[src/hw/rtl/ctjd_pkg.sv]
`timescale 1ns / 1ps
// ----------------------------------------------------------------------------
// ctjd_pkg: shared types and constants of the crash, tilt and jerk detector
// Item layouts, accident and event codes, register indexes and reset values.
// ----------------------------------------------------------------------------
package ctjd_pkg;

  localparam int unsigned CFG_DATA_W = 32;
  localparam int unsigned CFG_IDX_W  = 3;
  localparam int unsigned QDEPTH     = 2;
  localparam int unsigned QPTR_W     = (QDEPTH > 1) ? $clog2(QDEPTH) : 1;
  localparam int unsigned QCNT_W     = $clog2(QDEPTH + 1);

  typedef enum logic [2:0] {
    KIND_NONE     = 3'd0,
    KIND_CRASH    = 3'd1,
    KIND_FALL     = 3'd2,
    KIND_STOP     = 3'd3,
    KIND_COMBINED = 3'd4
  } kind_e;

  typedef enum logic [1:0] {
    EV_SUSPICIOUS = 2'd0,
    EV_CONFIRMED  = 2'd1,
    EV_CLEARED    = 2'd2
  } event_e;

  typedef enum logic [CFG_IDX_W-1:0] {
    CFG_CRASH_ACCEL = 3'd0,
    CFG_TILT        = 3'd1,
    CFG_JERK        = 3'd2,
    CFG_CONFIRM     = 3'd3,
    CFG_CLEAR       = 3'd4,
    CFG_HOLD        = 3'd5
  } cfg_idx_e;

  localparam logic [15:0] RST_CRASH_ACCEL = 16'd400;
  localparam logic [14:0] RST_TILT        = 15'd6000;
  localparam logic [22:0] RST_JERK        = 23'd1000;
  localparam logic [7:0]  RST_CONFIRM     = 8'd3;
  localparam logic [7:0]  RST_CLEAR       = 8'd5;
  localparam logic [31:0] RST_HOLD        = 32'd30000;

  // Two or more hits on one frame give the combined kind.
  localparam logic [1:0] MULTI_HIT = 2'd2;

  typedef struct packed {
    logic [15:0] crash_accel_limit;
    logic [14:0] tilt_limit;
    logic [22:0] jerk_limit;
    logic [7:0]  confirm_frames;
    logic [7:0]  clear_frames;
    logic [31:0] hold_ms;
  } cfg_t;

  typedef struct packed {
    logic               item_kind;
    logic               frame_valid;
    logic [15:0]        total_accel;
    logic signed [15:0] angle_x;
    logic signed [15:0] angle_y;
    logic signed [23:0] jerk;
    logic [31:0]        sample_time;
    logic [31:0]        now_ms;
  } in_item_t;

  typedef struct packed {
    logic [1:0]         event_kind;
    logic [1:0]         reported_mode;
    logic [2:0]         accident_kind;
    logic [15:0]        accel_at_event;
    logic signed [15:0] angle_x_at_event;
    logic signed [15:0] angle_y_at_event;
    logic signed [23:0] jerk_at_event;
    logic [31:0]        time_at_event;
    logic [31:0]        accident_total;
  } out_item_t;

  // Classified item as it waits between front and back.
  typedef struct packed {
    kind_e    kind;
    in_item_t item;
  } cls_item_t;

endpackage

[src/hw/rtl/ctjd_front.sv]
`timescale 1ns / 1ps
// ----------------------------------------------------------------------------
// ctjd_front: input stage and frame classifier
// Registers each accepted item together with its accident kind.
// ----------------------------------------------------------------------------
module ctjd_front (
  input  logic                clk_i,
  input  logic                rst_ni,
  input  ctjd_pkg::cfg_t      cfg_i,
  input  logic                in_valid_i,
  output logic                in_ready_o,
  input  ctjd_pkg::in_item_t  in_item_i,
  output logic                push_valid_o,
  input  logic                push_ready_i,
  output ctjd_pkg::cls_item_t push_data_o
);

  logic                fr_valid_q, fr_valid_d;
  ctjd_pkg::cls_item_t fr_data_q;
  ctjd_pkg::kind_e     kind;
  logic [16:0]         ax_ext, ay_ext, ax_mag, ay_mag;
  logic                crash, fall, stop;
  logic [1:0]          hits;
  logic                take;

  always_comb begin
    ax_ext = {in_item_i.angle_x[15], in_item_i.angle_x};
    ay_ext = {in_item_i.angle_y[15], in_item_i.angle_y};
    // Magnitude over the full 16-bit range, so the most negative value is kept.
    ax_mag = in_item_i.angle_x[15] ? (17'd0 - ax_ext) : ax_ext;
    ay_mag = in_item_i.angle_y[15] ? (17'd0 - ay_ext) : ay_ext;
    crash  = in_item_i.total_accel > cfg_i.crash_accel_limit;
    fall   = (ax_mag > {2'b00, cfg_i.tilt_limit}) || (ay_mag > {2'b00, cfg_i.tilt_limit});
    stop   = !in_item_i.jerk[23] && (in_item_i.jerk[22:0] > cfg_i.jerk_limit);
    hits   = {1'b0, crash} + {1'b0, fall} + {1'b0, stop};
    priority if (hits == 2'd0) begin
      kind = ctjd_pkg::KIND_NONE;
    end else if (hits >= ctjd_pkg::MULTI_HIT) begin
      kind = ctjd_pkg::KIND_COMBINED;
    end else if (crash) begin
      kind = ctjd_pkg::KIND_CRASH;
    end else if (fall) begin
      kind = ctjd_pkg::KIND_FALL;
    end else begin
      kind = ctjd_pkg::KIND_STOP;
    end
  end

  assign in_ready_o   = !fr_valid_q || push_ready_i;
  assign take         = in_valid_i && in_ready_o;
  assign push_valid_o = fr_valid_q;
  assign push_data_o  = fr_data_q;

  always_comb begin
    fr_valid_d = fr_valid_q;
    if (take) begin
      fr_valid_d = 1'b1;
    end else if (push_ready_i) begin
      fr_valid_d = 1'b0;
    end
  end

  always_ff @(posedge clk_i or negedge rst_ni) begin
    if (!rst_ni) begin
      fr_valid_q <= 1'b0;
    end else begin
      fr_valid_q <= fr_valid_d;
    end
  end

  always_ff @(posedge clk_i) begin
    if (take) begin
      fr_data_q <= '{kind: kind, item: in_item_i};
    end
  end

endmodule

[src/hw/rtl/ctjd_queue.sv]
`timescale 1ns / 1ps
// ----------------------------------------------------------------------------
// ctjd_queue: short queue between classifier and mode machine
// Holds classified items so that either side can stall on its own.
// ----------------------------------------------------------------------------
module ctjd_queue (
  input  logic                clk_i,
  input  logic                rst_ni,
  input  logic                push_valid_i,
  output logic                push_ready_o,
  input  ctjd_pkg::cls_item_t push_data_i,
  output logic                pop_valid_o,
  input  logic                pop_ready_i,
  output ctjd_pkg::cls_item_t pop_data_o
);

  ctjd_pkg::cls_item_t               mem_q [ctjd_pkg::QDEPTH];
  logic [ctjd_pkg::QPTR_W-1:0]       wr_ptr_q, wr_ptr_d, rd_ptr_q, rd_ptr_d;
  logic [ctjd_pkg::QCNT_W-1:0]       cnt_q, cnt_d;
  logic                              push, pop;

  localparam logic [ctjd_pkg::QPTR_W-1:0] LAST = ctjd_pkg::QPTR_W'(ctjd_pkg::QDEPTH - 1);
  localparam logic [ctjd_pkg::QCNT_W-1:0] FULL = ctjd_pkg::QCNT_W'(ctjd_pkg::QDEPTH);

  assign push_ready_o = cnt_q != FULL;
  assign pop_valid_o  = cnt_q != '0;
  assign pop_data_o   = mem_q[rd_ptr_q];
  assign push         = push_valid_i && push_ready_o;
  assign pop          = pop_valid_o && pop_ready_i;

  always_comb begin
    wr_ptr_d = wr_ptr_q;
    rd_ptr_d = rd_ptr_q;
    cnt_d    = cnt_q;
    if (push) begin
      wr_ptr_d = (wr_ptr_q == LAST) ? '0 : wr_ptr_q + 1'b1;
    end
    if (pop) begin
      rd_ptr_d = (rd_ptr_q == LAST) ? '0 : rd_ptr_q + 1'b1;
    end
    if (push && !pop) begin
      cnt_d = cnt_q + 1'b1;
    end else if (pop && !push) begin
      cnt_d = cnt_q - 1'b1;
    end
  end

  always_ff @(posedge clk_i or negedge rst_ni) begin
    if (!rst_ni) begin
      wr_ptr_q <= '0;
      rd_ptr_q <= '0;
      cnt_q    <= '0;
    end else begin
      wr_ptr_q <= wr_ptr_d;
      rd_ptr_q <= rd_ptr_d;
      cnt_q    <= cnt_d;
    end
  end

  always_ff @(posedge clk_i) begin
    if (push) begin
      mem_q[wr_ptr_q] <= push_data_i;
    end
  end

endmodule

[src/hw/rtl/ctjd_back.sv]
`timescale 1ns / 1ps
// ----------------------------------------------------------------------------
// ctjd_back: mode machine and event output register
// Debounces accident kinds, times the accident hold and emits events.
// ----------------------------------------------------------------------------
module ctjd_back (
  input  logic                clk_i,
  input  logic                rst_ni,
  input  ctjd_pkg::cfg_t      cfg_i,
  input  logic                pop_valid_i,
  output logic                pop_ready_o,
  input  ctjd_pkg::cls_item_t pop_data_i,
  output logic                out_valid_o,
  input  logic                out_ready_i,
  output ctjd_pkg::out_item_t out_item_o
);

  typedef enum logic [1:0] {
    MODE_UNKNOWN    = 2'd0,
    MODE_NORMAL     = 2'd1,
    MODE_SUSPICIOUS = 2'd2,
    MODE_ACCIDENT   = 2'd3
  } mode_e;

  mode_e               mode_q, mode_d, mode_eff;
  ctjd_pkg::kind_e     last_kind_q, last_kind_d;
  logic [7:0]          abn_run_q, abn_run_d, nrm_run_q, nrm_run_d, abn_inc, nrm_inc;
  logic [31:0]         acc_start_q, acc_start_d, acc_cnt_q, acc_cnt_d, elapsed;
  logic                out_valid_q, out_valid_d;
  ctjd_pkg::out_item_t out_q, out_d;
  logic                step, emit, with_frame, expired;
  ctjd_pkg::event_e    ev;
  ctjd_pkg::in_item_t  it;
  ctjd_pkg::kind_e     kind;

  assign it          = pop_data_i.item;
  assign kind        = pop_data_i.kind;
  assign pop_ready_o = !out_valid_q || out_ready_i;
  assign step        = pop_valid_i && pop_ready_o;
  assign elapsed     = it.now_ms - acc_start_q;
  assign expired     = elapsed >= cfg_i.hold_ms;
  assign abn_inc     = (abn_run_q == 8'hFF) ? abn_run_q : abn_run_q + 8'd1;
  assign nrm_inc     = (nrm_run_q == 8'hFF) ? nrm_run_q : nrm_run_q + 8'd1;
  assign mode_eff    = (mode_q == MODE_UNKNOWN) ? MODE_NORMAL : mode_q;
  assign out_valid_o = out_valid_q;
  assign out_item_o  = out_q;

  always_comb begin
    mode_d      = mode_q;
    last_kind_d = last_kind_q;
    abn_run_d   = abn_run_q;
    nrm_run_d   = nrm_run_q;
    acc_start_d = acc_start_q;
    acc_cnt_d   = acc_cnt_q;
    emit        = 1'b0;
    with_frame  = 1'b0;
    ev          = ctjd_pkg::EV_SUSPICIOUS;
    if (step) begin
      if (it.item_kind) begin
        if (mode_q == MODE_ACCIDENT && expired) begin
          mode_d      = MODE_NORMAL;
          last_kind_d = ctjd_pkg::KIND_NONE;
          abn_run_d   = '0;
          nrm_run_d   = '0;
          emit        = 1'b1;
          ev          = ctjd_pkg::EV_CLEARED;
        end
      end else if (it.frame_valid) begin
        // The first valid frame lifts an unknown mode to normal before judging.
        mode_d = mode_eff;
        unique case (mode_eff)
          MODE_NORMAL: begin
            if (kind != ctjd_pkg::KIND_NONE) begin
              mode_d      = MODE_SUSPICIOUS;
              abn_run_d   = 8'd1;
              nrm_run_d   = '0;
              last_kind_d = kind;
              emit        = 1'b1;
              with_frame  = 1'b1;
              ev          = ctjd_pkg::EV_SUSPICIOUS;
            end
          end
          MODE_SUSPICIOUS: begin
            if (kind != ctjd_pkg::KIND_NONE) begin
              abn_run_d = abn_inc;
              nrm_run_d = '0;
              if (kind == ctjd_pkg::KIND_COMBINED || last_kind_q == ctjd_pkg::KIND_NONE) begin
                last_kind_d = kind;
              end
              if (abn_inc >= cfg_i.confirm_frames) begin
                mode_d      = MODE_ACCIDENT;
                acc_start_d = it.now_ms;
                acc_cnt_d   = acc_cnt_q + 32'd1;
                emit        = 1'b1;
                with_frame  = 1'b1;
                ev          = ctjd_pkg::EV_CONFIRMED;
              end
            end else begin
              nrm_run_d = nrm_inc;
              abn_run_d = '0;
              if (nrm_inc >= cfg_i.clear_frames) begin
                mode_d      = MODE_NORMAL;
                last_kind_d = ctjd_pkg::KIND_NONE;
                nrm_run_d   = '0;
              end
            end
          end
          MODE_ACCIDENT: begin
            if (expired) begin
              mode_d      = MODE_NORMAL;
              last_kind_d = ctjd_pkg::KIND_NONE;
              abn_run_d   = '0;
              nrm_run_d   = '0;
              emit        = 1'b1;
              ev          = ctjd_pkg::EV_CLEARED;
            end
          end
          default: begin
          end
        endcase
      end
    end
  end

  always_comb begin
    out_valid_d = out_valid_q;
    if (step) begin
      out_valid_d = emit;
    end else if (out_ready_i) begin
      out_valid_d = 1'b0;
    end
    out_d.event_kind       = ev;
    out_d.reported_mode    = mode_d;
    out_d.accident_kind    = last_kind_d;
    out_d.accel_at_event   = with_frame ? it.total_accel : '0;
    out_d.angle_x_at_event = with_frame ? it.angle_x : '0;
    out_d.angle_y_at_event = with_frame ? it.angle_y : '0;
    out_d.jerk_at_event    = with_frame ? it.jerk : '0;
    out_d.time_at_event    = with_frame ? it.sample_time : '0;
    out_d.accident_total   = acc_cnt_d;
  end

  always_ff @(posedge clk_i or negedge rst_ni) begin
    if (!rst_ni) begin
      mode_q      <= MODE_UNKNOWN;
      last_kind_q <= ctjd_pkg::KIND_NONE;
      abn_run_q   <= '0;
      nrm_run_q   <= '0;
      acc_start_q <= '0;
      acc_cnt_q   <= '0;
      out_valid_q <= 1'b0;
    end else begin
      mode_q      <= mode_d;
      last_kind_q <= last_kind_d;
      abn_run_q   <= abn_run_d;
      nrm_run_q   <= nrm_run_d;
      acc_start_q <= acc_start_d;
      acc_cnt_q   <= acc_cnt_d;
      out_valid_q <= out_valid_d;
    end
  end

  always_ff @(posedge clk_i) begin
    if (step && emit) begin
      out_q <= out_d;
    end
  end

  // Normal mode is always entered with both run counters and the kind cleared.
  a_normal_clean: assert property (@(posedge clk_i) disable iff (!rst_ni)
    mode_q == MODE_NORMAL |-> abn_run_q == '0 && nrm_run_q == '0 &&
                              last_kind_q == ctjd_pkg::KIND_NONE)
    else $error("normal mode with stale debounce state");

  a_unknown_clean: assert property (@(posedge clk_i) disable iff (!rst_ni)
    mode_q == MODE_UNKNOWN |-> acc_cnt_q == '0 && last_kind_q == ctjd_pkg::KIND_NONE)
    else $error("unknown mode after activity");

  a_confirm_count: assert property (@(posedge clk_i) disable iff (!rst_ni)
    step && emit && ev == ctjd_pkg::EV_CONFIRMED |=>
      acc_cnt_q == $past(acc_cnt_q) + 32'd1 && mode_q == MODE_ACCIDENT)
    else $error("confirmed event without counting the accident");

  a_cleared_zero: assert property (@(posedge clk_i) disable iff (!rst_ni)
    out_valid_q && out_q.event_kind == ctjd_pkg::EV_CLEARED |->
      out_q.time_at_event == '0 && out_q.accident_kind == ctjd_pkg::KIND_NONE &&
      out_q.reported_mode == MODE_NORMAL)
    else $error("cleared event carries frame data");

endmodule

[src/hw/rtl/crash_tilt_jerk_detector.sv]
`timescale 1ns / 1ps
// ----------------------------------------------------------------------------
// crash_tilt_jerk_detector: accident detector on motion frames and timeouts
//
// Input channel (in_valid_i / in_ready_o / in_item_i) takes motion frames and
// receive timeouts. Output channel (out_valid_o / out_ready_i / out_item_o)
// gives suspicious, confirmed and cleared events; most items give no event.
// Configuration is written via cfg_we_i / cfg_idx_i / cfg_data_i, one register
// per cycle; the user must write only while no item is in flight (unchecked).
//
// An item is classified in the input stage, waits in a two-entry queue and is
// then run through the mode machine, which loads the output register. The
// block takes one item per cycle while in_ready_o is high; the mode machine
// handles one item per cycle and steps only while the output register is
// empty or being taken.
//
// Reset clears the mode to unknown, the counters to zero and the registers to
// their defaults; items are taken from the first cycle after reset. When the
// receiver stalls, the held event stays put, the queue fills and then
// in_ready_o drops until the event is taken.
// ----------------------------------------------------------------------------
module crash_tilt_jerk_detector (
  input  logic                                clk_i,
  input  logic                                rst_ni,
  input  logic                                cfg_we_i,
  input  logic [ctjd_pkg::CFG_IDX_W-1:0]      cfg_idx_i,
  input  logic [ctjd_pkg::CFG_DATA_W-1:0]     cfg_data_i,
  input  logic                                in_valid_i,
  output logic                                in_ready_o,
  input  ctjd_pkg::in_item_t                  in_item_i,
  output logic                                out_valid_o,
  input  logic                                out_ready_i,
  output ctjd_pkg::out_item_t                 out_item_o
);

  ctjd_pkg::cfg_t      cfg_q, cfg_d;
  logic                push_valid, push_ready, pop_valid, pop_ready;
  ctjd_pkg::cls_item_t push_data, pop_data;

  always_comb begin
    cfg_d = cfg_q;
    if (cfg_we_i) begin
      unique case (cfg_idx_i)
        ctjd_pkg::CFG_CRASH_ACCEL: cfg_d.crash_accel_limit = cfg_data_i[15:0];
        ctjd_pkg::CFG_TILT:        cfg_d.tilt_limit        = cfg_data_i[14:0];
        ctjd_pkg::CFG_JERK:        cfg_d.jerk_limit        = cfg_data_i[22:0];
        ctjd_pkg::CFG_CONFIRM:     cfg_d.confirm_frames    = cfg_data_i[7:0];
        ctjd_pkg::CFG_CLEAR:       cfg_d.clear_frames      = cfg_data_i[7:0];
        ctjd_pkg::CFG_HOLD:        cfg_d.hold_ms           = cfg_data_i[31:0];
        default: begin
        end
      endcase
    end
  end

  always_ff @(posedge clk_i or negedge rst_ni) begin
    if (!rst_ni) begin
      cfg_q.crash_accel_limit <= ctjd_pkg::RST_CRASH_ACCEL;
      cfg_q.tilt_limit        <= ctjd_pkg::RST_TILT;
      cfg_q.jerk_limit        <= ctjd_pkg::RST_JERK;
      cfg_q.confirm_frames    <= ctjd_pkg::RST_CONFIRM;
      cfg_q.clear_frames      <= ctjd_pkg::RST_CLEAR;
      cfg_q.hold_ms           <= ctjd_pkg::RST_HOLD;
    end else begin
      cfg_q <= cfg_d;
    end
  end

  ctjd_front u_front (
    .clk_i        (clk_i),
    .rst_ni       (rst_ni),
    .cfg_i        (cfg_q),
    .in_valid_i   (in_valid_i),
    .in_ready_o   (in_ready_o),
    .in_item_i    (in_item_i),
    .push_valid_o (push_valid),
    .push_ready_i (push_ready),
    .push_data_o  (push_data)
  );

  ctjd_queue u_queue (
    .clk_i        (clk_i),
    .rst_ni       (rst_ni),
    .push_valid_i (push_valid),
    .push_ready_o (push_ready),
    .push_data_i  (push_data),
    .pop_valid_o  (pop_valid),
    .pop_ready_i  (pop_ready),
    .pop_data_o   (pop_data)
  );

  ctjd_back u_back (
    .clk_i       (clk_i),
    .rst_ni      (rst_ni),
    .cfg_i       (cfg_q),
    .pop_valid_i (pop_valid),
    .pop_ready_o (pop_ready),
    .pop_data_i  (pop_data),
    .out_valid_o (out_valid_o),
    .out_ready_i (out_ready_i),
    .out_item_o  (out_item_o)
  );

endmodule
[config.mk]
export PLATFORM = sky130hd
export DESIGN_NAME = crash_tilt_jerk_detector
export DESIGN_NICKNAME = d
export VERILOG_FILES = /design/src/hw/rtl/ctjd_pkg.sv /design/src/hw/rtl/ctjd_front.sv /design/src/hw/rtl/ctjd_queue.sv /design/src/hw/rtl/ctjd_back.sv /design/src/hw/rtl/crash_tilt_jerk_detector.sv
export SDC_FILE = /design/constraint.sdc
export NUM_CORES = 1
export LEC_CHECK = 0
export ABC_AREA = 1
export BUFFER_PORTS_ARGS = -buffer_cell sky130_fd_sc_hd__buf_2
export CORE_AREA = 5 5 268 296
export DETAILED_ROUTE_END_ITERATION = 8
export DIE_AREA = 0 0 273 301
export PLACE_DENSITY = 0.65
export SYNTH_ARGS = -nofsm -noshare
export SYNTH_HDL_FRONTEND = slang
export SYNTH_HIERARCHICAL = 1
export SYNTH_SLANG_ARGS = --single-unit
export TNS_END_PERCENT = 30
[constraint.sdc]
create_clock -name clk_i -period 7.5 [get_ports clk_i]
set_input_delay 1.125 -clock clk_i [delete_from_list [all_inputs] [get_ports clk_i]]
set_output_delay 1.125 -clock clk_i [all_outputs]
set_load 0.03 [all_outputs]
==> impl_metrics.env <==
export IMPL_run_status="finished, final reports clean"
export IMPL_insertion_delay_ns=0.65
export IMPL_rsz0062_at_grt="false"
export IMPL_drc_errors=0
export IMPL_p_leak_nw=17.69
export IMPL_crit_buf_inv=4
export IMPL_cp_max_fo=74
export IMPL_ys_warn_count=6
export IMPL_cts_tree="done"
export IMPL_synthFlopType="edfxtp_1"
export IMPL_gr_total_overflow=0
export IMPL_clkSlewWorstSetupHoldPaths_ns=0.06
export IMPL_drive_gt1_share_pct=15.22
export IMPL_postRouteAntennaNets=0
export IMPL_post_cts_resized=0
export IMPL_powerDensity_nw_per_um2=392.8
export IMPL_cp_common_cell="nand2_1"
export IMPL_tightest_slew_ns=1.065
export IMPL_seqCellArea_um2=21860
export IMPL_area_delta_synth_final_pct=15.36
export IMPL_post_cts_buffers=0
export IMPL_grt_pass1_wl_um=122500
export IMPL_seq_area_frac_synth_pct=64.43
export IMPL_synth_edf_count=566
export IMPL_vdd_drop_max_uv=205.3
export IMPL_syn_inst=3187
export IMPL_pwr_share_clk_pct=24.8
export IMPL_required_ns=7.81
export IMPL_drt_total_wl_um=78520
export IMPL_start_kind="flip-flop"
export IMPL_avgSynthCellArea_um2=10.65
export IMPL_post_route_worst_setup_slack_ns=1.768
export IMPL_cp_end_kind="flip-flop"
export IMPL_finClkSkew_ns=0.03559
export IMPL_wl_per_cell_um=16.95
export IMPL_fp_dieArea_um2=82170
export IMPL_setup_viol=0
export IMPL_rrSetupSlack_ns=1.77
export IMPL_synth_top_area_cell="edfxtp_1"
export IMPL_h_tree_depth=3
export IMPL_multi_input_area_um2=10130
export IMPL_syn_area_um2=33930
export IMPL_die_width_um=273
export IMPL_netSwitchingPower_mw=5.770
export IMPL_fin_setup_tns_ns=0
export IMPL_yosysTopAreaCellShare_pct=50.09
export IMPL_final_core_util_pct=51.69
export IMPL_antenna_found_initial=9
export IMPL_cts_sinks=759
export IMPL_ys_ff_latch=759
export IMPL_drtIter0Drc=1363
export IMPL_cp_arrival_ns=6.04
export IMPL_relSlewSlack_pct=29.02
export IMPL_place_hpwl_um=54570
export IMPL_p_int_mw=9.608
export IMPL_cts_buffer_depth=3
export IMPL_hold_violations=0
export IMPL_synth_most_common_cell="nand2_1"
export IMPL_grt_pass1_vias=22250
export IMPL_gp_congestion=0.8846
export IMPL_final_period_utilization_pct=76.43
export IMPL_grt_max_degree=103
export IMPL_post_route_min_period_ns=5.732
export IMPL_cts_buffers=80
export IMPL_maxCapViolations=0
export IMPL_swShare_pct=37.52
export IMPL_layout_nets=3869
export IMPL_ios=323
export IMPL_clockRootBuffer="clkbuf_16"
export IMPL_core_area_um2=75730
export IMPL_report_final_slew_viol_count=0
export IMPL_async_reset_ff_share_pct=25.43
export IMPL_portBuffers=322
export IMPL_path_delay_family="simple AND/OR/NAND/NOR gates"
export IMPL_critPathMaxStageDelay_ns=0.63
export IMPL_hold_ws_ns=0.4260
export IMPL_netlist_top_cells_count="nand2_1 (1037), edfxtp_1 (566), inv_1 (390)"
export IMPL_grt_use_total_pct=19.00
export IMPL_setup_worst_path_class="flip-flop to flip-flop"
export IMPL_vias=22280
export IMPL_nFillCells=6710
export IMPL_drt_first_pass_iters=5
export IMPL_post_place_ws_ns=1.662
export IMPL_ctsHoldBuffers=0
export IMPL_num_rows=106
export IMPL_p_seq_share_pct=40.4
export IMPL_fmax_ghz=0.1744
export IMPL_pwr_share_comb_pct=34.8
export IMPL_start_util_pct=44.80
export IMPL_die_h_um=301
export IMPL_hold_path_class="flip-flop to flip-flop"
export IMPL_critPathSlowestCell="inv_4"
export IMPL_vias_per_cell=4.811
export IMPL_syn_nets=3521
export IMPL_synth_distinct_cells=49
export IMPL_synth_area_leaders="edfxtp_1 (50%), dfrtp_1 (12%), nand2_1 (11%)"
worst reg2reg max path: stages (launching register included):
cell,delay [ns]
dfrtp_4,0.62
inv_4,0.63
nand2_1,0.22
nand2_1,0.10
inv_1,0.05
ha_1,0.18
inv_1,0.09
fa_1,0.21
nand3_1,0.08
nand2_1,0.13
a21oi_1,0.16
o21ai_1,0.30
nand2_1,0.09
nand2_1,0.10
a21oi_1,0.09
xor2_1,0.16
ha_1,0.28
nand2_1,0.05
nor2_1,0.11
nand4_1,0.13
nor3_2,0.15
nand2_1,0.09
nand3_1,0.16
nand2_1,0.20
nand2_4,0.61
buf_12,0.35
placed cells by master, fill, tap and decap left out, drive strengths merged, types with 2 or more instances in the layout:
cell type | synthesis | layout
nand2 | 1052 | 1052
edfxtp | 566 | 566
inv | 398 | 403
buf | 72 | 341
nor2 | 237 | 237
dfrtp | 166 | 166
ha | 154 | 154
nand3 | 133 | 133
clkbuf | 4 | 102
a21oi | 101 | 101
o21ai | 81 | 81
xor2 | 67 | 67
clkinv | 0 | 35
xnor2 | 28 | 28
dfstp | 27 | 27
nor3 | 27 | 27
nand4 | 25 | 25
nor4 | 10 | 10
o211ai | 7 | 7
a21o | 6 | 6
diode | 0 | 5
o21bai | 5 | 5
bufinv | 0 | 4
or2 | 3 | 3
a31oi | 3 | 3
o21a | 3 | 3
clkinvlp | 0 | 2
a21boi | 2 | 2
o22ai | 2 | 2
fa | 2 | 2
per-layer routing:
metal	vias up	part of all wire [%]	global-route usage, %
met5	-	0.060	0
met4	8	2.8	6.198
met3	124	4.5	2.925
met2	445	51	33.71
met1	10590	42	23.94
li1	11120	-	-
logic make-up (layout without fill, tap and decap cells):
family	Yosys count	in the layout	share of synthesized area (%)
AO/OA/AOI/OAI	214	214	3.415
XOR/XNOR	95	95	2.474
adder cells (fa/ha/maj)	156	156	5.797
buffers and inverters	474	887	5.856
flip-flops	759	759	64.43
other	0	5	0
AND/OR/NAND/NOR	1489	1489	18.03
cell type report:
cell class | instances | area share, %
clock inverters | 46 | 1.202
clock buffers | 101 | 5.316
inverters | 398 | 3.823
diodes | 5 | 0.03197
flip-flops and latches | 759 | 55.86
well taps | 1026 | 3.280
repair buffers | 342 | 4.619
multi-input cells | 1954 | 25.87
worst paths after layout:
check                                         startpoint  cells past startpoint               endpoint
worst max-delay path                    u_queue/rd_ptr_q                     25   u_back/out_item_o[9]
worst min-delay path            u_front/push_data_o[123]                      0  u_queue/mem_q[0][123]
worst max register to register          u_queue/rd_ptr_q                     25   u_back/out_item_o[9]
worst min register to register  u_front/push_data_o[123]                      0  u_queue/mem_q[0][123]
max in group asynchronous                         rst_ni                      2               cfg_q[0]
min in group asynchronous                         rst_ni                      1   u_back/acc_cnt_q[31]
per-stage QoR:
stage / power (mW) / cells / cell area [um2]
detailed placement: 11.70 / 4479 / 36580
global placement: 11.63 / 4479 / 36580
finish: 15.38 / 4631 / 39140
floorplan: 10.34 / 3187 / 33930
CTS: 15.57 / 4626 / 39130
global route: 16.50 / 4631 / 39140
state kept, by name, summed over array words and instances, names as in the netlist:
register / flops
cfg_q: 102
u_back/abn_run_q: 8
u_back/acc_cnt_q: 32
u_back/acc_start_q: 32
u_back/last_kind_q: 3
u_back/mode_q: 2
u_back/nrm_run_q: 8
u_back/out_item_o: 143
u_back/out_valid_o: 1
u_front/push_data_o: 141
u_front/push_valid_o: 1
u_queue/cnt_q: 2
u_queue/mem_q: 282
u_queue/rd_ptr_q: 1
u_queue/wr_ptr_q: 1
power by group through the flow:
stage,Clock (mW),Combinational (mW),Sequential [mW]
2_1_floorplan,0,3.44,6.90
3_3_place_gp,0,5.35,6.28
5_1_grt,4.12,6.07,6.31
6_report,3.81,5.35,6.22
4_1_cts,3.92,5.42,6.23
3_5_place_dp,0,5.39,6.30
(Power assumes the default switching activity.)
